## config.mk

```make
export PLATFORM = sky130hd
export DESIGN_NAME = fnv1a_ordered_unordered_hash_flat
export DESIGN_NICKNAME = d
export VERILOG_FILES = /design/src/rtl/fnv_oh_pkg.sv /design/src/rtl/fnv_oh_if.sv /design/src/rtl/fnv_oh_ctrl.sv /design/src/rtl/fnv_oh_dp.sv /design/src/rtl/fnv1a_ordered_unordered_hash.sv /design/src/flat_wrapper.sv
export SDC_FILE = /design/constraint.sdc
export NUM_CORES = 2
export LEC_CHECK = 0
export ABC_AREA = 1
export BUFFER_PORTS_ARGS = -buffer_cell sky130_fd_sc_hd__buf_2
export CORE_MARGIN = 4
export CORE_UTILIZATION = 62
export DETAILED_ROUTE_END_ITERATION = 8
export PLACE_DENSITY_LB_ADDON = 0.05
export SLEW_MARGIN = 10
export SYNTH_ARGS = -nofsm -noshare
export SYNTH_HDL_FRONTEND = slang
export SYNTH_SLANG_ARGS = --single-unit
```

## constraint.sdc

```tcl
create_clock -name i_clk -period 7.9 [get_ports i_clk]
set_input_delay 0.395 -clock i_clk [delete_from_list [all_inputs] [get_ports i_clk]]
set_output_delay 0.395 -clock i_clk [all_outputs]
set_load 0.01 [all_outputs]
```

## src/rtl/fnv_oh_pkg.sv

```systemverilog
// Package for the FNV-1a ordered/unordered hash block.
// Constants, operation codes and controller/datapath link types. No dependencies.
package fnv_oh_pkg;

    localparam logic [63:0] FNV_BASIS = 64'hcbf29ce484222325;
    localparam logic [63:0] FNV_PRIME = 64'h00000100000001b3;

    localparam logic [2:0] KIND_ADD_ORD   = 3'd0;
    localparam logic [2:0] KIND_ADD_UNORD = 3'd1;
    localparam logic [2:0] KIND_INCORP    = 3'd2;
    localparam logic [2:0] KIND_RST_ORD   = 3'd3;
    localparam logic [2:0] KIND_RST_UNORD = 3'd4;
    localparam logic [2:0] KIND_QUERY     = 3'd5;

    localparam logic [1:0] WIDTH_BYTE  = 2'd0;
    localparam logic [1:0] WIDTH_WORD  = 2'd1;

    typedef struct packed {
        logic       start;
        logic       step;
        logic       reload;
        logic       commit;
        logic [2:0] kind;
    } t_cmd;

    typedef struct packed {
        logic out_full;
    } t_stat;

    // One FNV-1a byte step; prime is 2^40 + 2^8 + 0xb3.
    function automatic logic [63:0] fnv_step(input logic [63:0] h, input logic [7:0] b);
        logic [63:0] x;
        x = h ^ {56'd0, b};
        return (x << 40) + (x << 8) + (x << 7) + (x << 5) + (x << 4) + (x << 1) + x;
    endfunction

endpackage

```

## src/rtl/fnv_oh_if.sv

```systemverilog
// Handshake interfaces for the input and result words.
// Depends on nothing.
interface fnv_oh_in_if;
    logic        valid;
    logic        ready;
    logic [2:0]  kind;
    logic [63:0] data_value;
    logic [1:0]  value_width;
    modport source (output valid, kind, data_value, value_width, input ready);
    modport sink   (input valid, kind, data_value, value_width, output ready);
endinterface

interface fnv_oh_out_if;
    logic        valid;
    logic        ready;
    logic [63:0] hash_value;
    logic [63:0] unordered_digest;
    modport source (output valid, hash_value, unordered_digest, input ready);
    modport sink   (input valid, hash_value, unordered_digest, output ready);
endinterface

```

## src/rtl/fnv_oh_ctrl.sv

```systemverilog
// Controller: sequences byte steps for one word at a time.
// Depends on fnv_oh_pkg.
module fnv_oh_ctrl
    import fnv_oh_pkg::*;
(
    input  logic       i_clk,
    input  logic       i_rst_n,
    input  logic       i_in_valid,
    input  logic [2:0] i_kind,
    input  logic [1:0] i_width,
    output logic       o_in_ready,
    input  t_stat      i_stat,
    output t_cmd       o_cmd
);

    typedef enum logic [1:0] {S_IDLE, S_RUN, S_FIN} t_state;

    t_state      r_state;
    logic [2:0]  r_kind;
    logic [3:0]  r_cnt;
    logic        r_two;
    logic        accept;
    logic [4:0]  nbytes;

    assign o_in_ready = (r_state == S_IDLE);
    assign accept     = i_in_valid && o_in_ready;

    always_comb begin
        unique case (i_kind)
            KIND_ADD_ORD, KIND_ADD_UNORD: begin
                unique case (i_width)
                    WIDTH_BYTE: nbytes = 5'd1;
                    WIDTH_WORD: nbytes = 5'd4;
                    default:    nbytes = 5'd8;
                endcase
            end
            KIND_INCORP, KIND_QUERY: nbytes = 5'd16;
            default:                 nbytes = 5'd0;
        endcase
    end

    always_comb begin
        o_cmd.start  = accept;
        o_cmd.step   = (r_state == S_RUN);
        o_cmd.reload = (r_state == S_RUN) && r_two && (r_cnt == 4'd8);
        o_cmd.commit = (r_state == S_FIN) && !i_stat.out_full;
        o_cmd.kind   = accept ? i_kind : r_kind;
    end

    always_ff @(posedge i_clk) begin
        if (!i_rst_n) begin
            r_state <= S_IDLE;
            r_kind  <= KIND_ADD_ORD;
            r_cnt   <= 4'd0;
            r_two   <= 1'b0;
        end else begin
            unique case (r_state)
                S_IDLE: begin
                    if (accept) begin
                        r_kind <= i_kind;
                        r_two  <= (nbytes == 5'd16);
                        r_cnt  <= 4'(nbytes - 5'd1);
                        r_state <= (nbytes == 5'd0) ? S_FIN : S_RUN;
                    end
                end
                S_RUN: begin
                    r_cnt <= r_cnt - 4'd1;
                    if (r_cnt == 4'd0) begin
                        r_state <= S_FIN;
                    end
                end
                S_FIN: begin
                    if (!i_stat.out_full) begin
                        r_state <= S_IDLE;
                    end
                end
                default: r_state <= S_IDLE;
            endcase
        end
    end

endmodule

```

## src/rtl/fnv_oh_dp.sv

```systemverilog
// Datapath: hash state, byte step unit and result register.
// Depends on fnv_oh_pkg.
module fnv_oh_dp
    import fnv_oh_pkg::*;
(
    input  logic        i_clk,
    input  logic        i_rst_n,
    input  t_cmd        i_cmd,
    input  logic [63:0] i_data,
    output t_stat       o_stat,
    output logic        o_valid,
    input  logic        i_ready,
    output logic [63:0] o_hash,
    output logic [63:0] o_digest
);

    logic [63:0] r_hash, r_xor, r_sum, r_acc, r_data;
    logic [63:0] r_o_hash, r_o_digest;
    logic        r_o_valid;
    logic [63:0] n_hash, n_xor, n_sum, n_digest;

    assign o_stat.out_full = r_o_valid && !i_ready;
    assign o_valid  = r_o_valid;
    assign o_hash   = r_o_hash;
    assign o_digest = r_o_digest;

    always_comb begin
        n_hash   = r_hash;
        n_xor    = r_xor;
        n_sum    = r_sum;
        n_digest = 64'd0;
        unique case (i_cmd.kind)
            KIND_ADD_ORD: n_hash = r_acc;
            KIND_ADD_UNORD: begin
                n_xor = r_xor ^ r_acc;
                n_sum = r_sum + r_acc;
            end
            KIND_INCORP: begin
                n_hash = r_acc;
                n_xor  = FNV_BASIS;
                n_sum  = 64'd0;
            end
            KIND_RST_ORD: n_hash = FNV_BASIS;
            KIND_RST_UNORD: begin
                n_xor = FNV_BASIS;
                n_sum = 64'd0;
            end
            KIND_QUERY: n_digest = r_acc;
            default: ;
        endcase
    end

    always_ff @(posedge i_clk) begin
        if (!i_rst_n) begin
            r_hash    <= FNV_BASIS;
            r_xor     <= FNV_BASIS;
            r_sum     <= 64'd0;
            r_o_valid <= 1'b0;
        end else begin
            if (i_cmd.commit) begin
                r_hash    <= n_hash;
                r_xor     <= n_xor;
                r_sum     <= n_sum;
                r_o_valid <= 1'b1;
            end else if (i_ready) begin
                r_o_valid <= 1'b0;
            end
        end
    end

    always_ff @(posedge i_clk) begin
        if (i_cmd.start) begin
            r_acc  <= (i_cmd.kind == KIND_ADD_ORD || i_cmd.kind == KIND_INCORP)
                      ? r_hash : FNV_BASIS;
            r_data <= (i_cmd.kind == KIND_INCORP || i_cmd.kind == KIND_QUERY)
                      ? r_xor : i_data;
        end else if (i_cmd.step) begin
            r_acc  <= fnv_step(r_acc, r_data[7:0]);
            r_data <= i_cmd.reload ? r_sum : (r_data >> 8);
        end
        if (i_cmd.commit) begin
            r_o_hash   <= n_hash;
            r_o_digest <= n_digest;
        end
    end

endmodule

```

## src/rtl/fnv1a_ordered_unordered_hash.sv

```systemverilog
// FNV-1a 64-bit hash with ordered and order-independent accumulators.
// Each word takes n byte steps after accept, n = 1, 4 or 8 data bytes,
// 16 for incorporate and query, 0 for resets and unused kinds.
// One byte step per cycle through the single byte step unit; the next word is
// accepted only once the result is in the output register. Synchronous
// active-low reset loads both hashes with the offset basis and clears the sum.
module fnv1a_ordered_unordered_hash
    import fnv_oh_pkg::*;
(
    input  logic i_clk,
    input  logic i_rst_n,
    fnv_oh_in_if.sink    i_in,
    fnv_oh_out_if.source o_out
);

    t_cmd  cmd;
    t_stat stat;

    fnv_oh_ctrl u_ctrl (
        .i_clk      (i_clk),
        .i_rst_n    (i_rst_n),
        .i_in_valid (i_in.valid),
        .i_kind     (i_in.kind),
        .i_width    (i_in.value_width),
        .o_in_ready (i_in.ready),
        .i_stat     (stat),
        .o_cmd      (cmd)
    );

    fnv_oh_dp u_dp (
        .i_clk    (i_clk),
        .i_rst_n  (i_rst_n),
        .i_cmd    (cmd),
        .i_data   (i_in.data_value),
        .o_stat   (stat),
        .o_valid  (o_out.valid),
        .i_ready  (o_out.ready),
        .o_hash   (o_out.hash_value),
        .o_digest (o_out.unordered_digest)
    );

endmodule

```

## src/flat_wrapper.sv

```systemverilog
// flat-port wrapper written by rule: the top's interface ports become plain ports
module fnv1a_ordered_unordered_hash_flat import fnv_oh_pkg::*;
  (i_clk, i_rst_n, i_in_valid, i_in_kind, i_in_data_value, i_in_value_width, i_in_ready, o_out_valid, o_out_hash_value, o_out_unordered_digest, o_out_ready);
  fnv_oh_in_if i_in_i ();
  fnv_oh_out_if o_out_i ();
  input  logic i_clk;
  input  logic i_rst_n;
  input wire logic [$bits(i_in_i.valid)-1:0] i_in_valid;
  input wire logic [$bits(i_in_i.kind)-1:0] i_in_kind;
  input wire logic [$bits(i_in_i.data_value)-1:0] i_in_data_value;
  input wire logic [$bits(i_in_i.value_width)-1:0] i_in_value_width;
  output wire logic [$bits(i_in_i.ready)-1:0] i_in_ready;
  output wire logic [$bits(o_out_i.valid)-1:0] o_out_valid;
  output wire logic [$bits(o_out_i.hash_value)-1:0] o_out_hash_value;
  output wire logic [$bits(o_out_i.unordered_digest)-1:0] o_out_unordered_digest;
  input wire logic [$bits(o_out_i.ready)-1:0] o_out_ready;
  assign i_in_i.valid = i_in_valid;
  assign i_in_i.kind = i_in_kind;
  assign i_in_i.data_value = i_in_data_value;
  assign i_in_i.value_width = i_in_value_width;
  assign i_in_ready = i_in_i.ready;
  assign o_out_valid = o_out_i.valid;
  assign o_out_hash_value = o_out_i.hash_value;
  assign o_out_unordered_digest = o_out_i.unordered_digest;
  assign o_out_i.ready = o_out_ready;
  fnv1a_ordered_unordered_hash u_core (.i_clk(i_clk), .i_rst_n(i_rst_n), .i_in(i_in_i), .o_out(o_out_i));
endmodule
```

==> results <==
- The worst hold slack after final layout is between 0.08 and 0.09 ns.
- The run finished with clean final reports.
- The total number of vias is between 30000 and 40000.
- The number of H-tree branching levels is 2.
- The distinct cell type count after synthesis is 46.
- The synthesized netlist devotes around 1.1% of its cell area to XOR and XNOR gates.
- The vertical extent of the die is 249 um.
- After synthesis, the largest family of logic cells by area is simple AND/OR/NAND/NOR gates.
- For this run, asynchronously set or reset flops after synthesis account for 0%.
- Setup repair after global routing left no endpoint under its margin.
- The number of global-route vias before repair is 33700.
- The element type at the critical path start is a flop.
- In the final layout, flip-flops and latches occupy 11800 um^2.
- The worst setup path is captured at a flop.
- The area of the core is 57700 um^2.
- The top cell type by area accounts for 21.3% of the synthesized area.
- The number of antenna violations at the first check in global routing is 6.
- The relative slew slack is 19.5%.
- After synthesis, flip-flops and latches occupy about 33% of the total area.
- The number of gates resized after cts is 0.
- The buffer type at the clock tree root is sky130_fd_sc_hd__clkbuf_16.
- Summed over all nets, wire length on met3 after detailed routing comes to between 15 and 20 mm.
- Along the worst path, the maximum fanout reaches 8.
- The routed length on met2 is approximately 58 mm.
- The total number of placement rows is roughly 90.
- Summed over all layers, the routed wires come to 135 mm.
- The number of hold buffers added after CTS was 0.
- The slew at the pin with the worst max-slew slack is 1.21 ns.
- Setup violations remaining at the end of the flow were counted as 0.
- The per-cell routed wire length is 23.0 um.
- The worst path uses around four fifths of the clock period.
- The final hold violation count came to 0.
- The number of synthesized register bits is 459.
- The critical path starts at u_core.u_dp.r_acc[4]$_DFFE_PP_.
- The tool flagged a number of max-cap violations equal to 0.
- The initial core utilization is a little over three fifths.
- The worst reg-to-reg path cell count is 18.
- The net count of the finished layout is approximately 5600.
- The I/O pin count is 203.
- The number of clock sinks is 459.
- Global routing finished with a remaining overflow of 0.
- The max-slew violation count is 0.
- The leading register cell type out of synthesis is sky130_fd_sc_hd__edfxtp_1.
- The post-synthesis area per instance is between 7 and 8 um^2.
- The floorplan die width is about 250 um.
- Across the routed clock network, the largest skew measured is 0.0341 ns.
- The post-synthesis to final-layout area growth is 9.46%.
- STA puts the critical path data arrival time at 6.76 ns.
- Adding up every negative setup slack in the final design gives 0 ns.
- The global placement routability congestion is 1.12.
- Cells with a size suffix above 1 make up 6.84% of the layout.
- The CTS tree is built.
- For this block, the initial DRC count from the detailed router was roughly 4100.
- Clock tree synthesis inserted a total of 51 buffers.
- The floorplan die area is about 62000 um^2.
- For the worst-skew pair, the clock arrives at the later sink with an insertion delay of 0.64 ns.
- The area used by multi-input combinational logic is around 20000 um^2.
- The met1 routed wirelength after detailed routing is 50.1 mm.
- After clock tree synthesis, the clock-pin slew on the worst setup and hold paths is 0.07 ns.
- The via count normalized by instance count is roughly 6.0.
- The count of flip-flops with a built-in enable after synthesis is 256.
- The capturing instance or port of the critical path is u_core.u_dp.r_acc[51]$_DFFE_PP_.
- Input and output buffers added on the ports amount to between 200 and 250.
- The share of synthesized area spent on multiplexers is 0%.
- The achievable clock frequency is between 0.15 and 0.2 GHz.
- The filler cell count in the final layout is 5035.
- After legalization and detailed placement, the total HPWL measured between 100 and 150 mm.
- For this run, the total global-route usage over all layers was measured as between 40% and 50%.
- The number of buffers inserted by post-CTS setup repair is 0.
- After detailed routing, no signal wire sits above met5.
- The synthesized netlist occupies a cell area of 36100 um^2.
- The maximum buffer depth of the clock tree is 3.
- The synthesized design spends more area on one cell type than any other, namely sky130_fd_sc_hd__edfxtp_1.
- The number of nets still failing antenna checks after routing is 0.
- The critical path is of the reg -> reg type.
- The first detailed-routing pass ran for 7 iterations.
- For flop-to-flop paths, the worst setup slack is 1.54 ns.
- The end of the worst register-to-register path is u_core.u_dp.r_acc[51]$_DFFE_PP_.
- In the post-synthesis netlist, the cell with the most instances is sky130_fd_sc_hd__nand2_1.
- The launching point of the worst reg2reg path is u_core.u_dp.r_acc[4]$_DFFE_PP_.
- The Yosys step of the flow raised 0 warnings.
- The critical path required time is ~8.3 ns.
- Of the total synthesized cell area, the portion taken by full adders, half adders and majority gates is 19.3%.
- The cell count after synthesis is 4919.
- The worst path needs 6.36 ns of the cycle, external delays included.
- The largest net degree at the start of global routing is 94.
- The compound-gate portion of the synthesized area is 13.0%.
- Summing the areas of all and, or, nand and nor instances in the mapped netlist gives 21.8% of the synthesized area.
- Ranked by instance count, the synthesized netlist is headed by 1249 x sky130_fd_sc_hd__nand2_1, 1042 x sky130_fd_sc_hd__inv_1, 413 x sky130_fd_sc_hd__a21oi_1.
- In the post-synthesis netlist, the biggest area contributors are sky130_fd_sc_hd__edfxtp_1 21%, sky130_fd_sc_hd__fa_1 13%, sky130_fd_sc_hd__nand2_1 13%.
- The wire length of the first global-routing pass is 201 mm.
- After detailed routing, the number of remaining DRC violations is 0.
- The number of nets in the synthesized netlist is 5403.
- In this run the worst hold path is classified as in -> reg.
registers in the layout (all words and copies together) (netlist names), 4 cells and up:
signal                count
u_core.u_ctrl.r_cnt       4
u_core.u_dp.r_hash       64
u_core.u_dp.o_digest     64
u_core.u_dp.r_acc        64
u_core.u_dp.r_data       64
u_core.u_dp.r_sum        64
u_core.u_dp.o_hash       64
u_core.u_dp.r_xor        64
critical path, cell delays in order (launching register included):
cell and delay (ns):
sky130_fd_sc_hd__edfxtp_1 0.47, sky130_fd_sc_hd__xnor2_1 0.83, sky130_fd_sc_hd__inv_1 0.35, sky130_fd_sc_hd__fa_1 0.54, sky130_fd_sc_hd__fa_1 0.55, sky130_fd_sc_hd__inv_1 0.06
sky130_fd_sc_hd__fa_1 0.51, sky130_fd_sc_hd__inv_1 0.05, sky130_fd_sc_hd__ha_1 0.26, sky130_fd_sc_hd__ha_1 0.39, sky130_fd_sc_hd__nand2_1 0.10, sky130_fd_sc_hd__o21ai_1 0.39
sky130_fd_sc_hd__a21boi_0 0.28, sky130_fd_sc_hd__o21ai_0 0.69, sky130_fd_sc_hd__nand3_1 0.29, sky130_fd_sc_hd__nand3_1 0.17, sky130_fd_sc_hd__nand2_1 0.06, sky130_fd_sc_hd__nand3_1 0.07
sky130_fd_sc_hd__nand2_1 0.06
kinds of logic (layout without fill, tap and decap cells):
group                      after synthesis  in the layout
AOI/OAI and AO/OA                      879            879
xor gates and xnor gates                45             45
DFF                                    459            459
adders and majority gates              411            411
other                                    0              2
and+or+nand+nor                       1948           1948
buffers and inverters                 1177           1372
cells in the final DEF (no fill, tap or decap), types with 51 or more instances in the layout:
cell type / n
sky130_fd_sc_hd__o21ai_0: 297
sky130_fd_sc_hd__inv_1: 1039
sky130_fd_sc_hd__fa_1: 241
sky130_fd_sc_hd__a21oi_1: 413
sky130_fd_sc_hd__nand3_1: 189
sky130_fd_sc_hd__nor2_1: 393
sky130_fd_sc_hd__edfxtp_1: 256
sky130_fd_sc_hd__dfxtp_1: 203
sky130_fd_sc_hd__ha_1: 170
sky130_fd_sc_hd__clkbuf_16: 51
sky130_fd_sc_hd__buf_2: 202
sky130_fd_sc_hd__nand2_1: 1247
sky130_fd_sc_hd__o22ai_1: 52
sky130_fd_sc_hd__a31oi_1: 57
worst min-delay path by stage:
stage	startpoint	to	slack, ns	cells after the start
final	o_out_ready	u_core.u_dp.o_valid$_SDFFE_PN0P_	0.09	4
after global routing	o_out_ready	u_core.u_dp.o_valid$_SDFFE_PN0P_	0.11	4
after CTS	o_out_ready	u_core.u_dp.o_valid$_SDFFE_PN0P_	0.06	4
after detailed placement	u_core.u_dp.r_xor[4]$_SDFFE_PN0P_	u_core.u_dp.r_xor[4]$_SDFFE_PN0P_	0.44	1
after global placement	u_core.u_dp.r_xor[1]$_SDFFE_PN0P_	u_core.u_dp.r_xor[1]$_SDFFE_PN0P_	0.44	1
after floorplan	u_core.u_dp.r_xor[30]$_SDFFE_PN0P_	u_core.u_dp.r_xor[30]$_SDFFE_PN0P_	0.42	1
stage by stage:
stage	instances	setup WS [ns]	cell area, um^2	utilization (%)
after floorplan	4919	2.70	36100	-
after global placement	5783	1.78	37800	65.5
after detailed placement	5783	1.75	37800	65.5
after CTS	5879	1.71	39500	68.5
after global routing	5879	1.39	39500	68.5
final	5881	1.54	39500	68.5
metal layers:
layer  GRT usage (%)  up-vias
li1                -    15800
met1            55.9    16500
met2            64.5     2218
met3            11.2      440
met4            23.5        2
met5               0        -
area by class of cell:
type	count	share of cell area, %
inverter	1050	9.99
timing repair buffer	226	3.01
antenna	2	0.0127
tap	765	2.42
sequential	459	29.7
multi-input combinational	3283	50.4
clock inverter	30	0.870
clock buffer	66	3.55
Power is not shown: default switching activity piles up to over one toggle a cycle in this logic, so the estimate is an artifact.
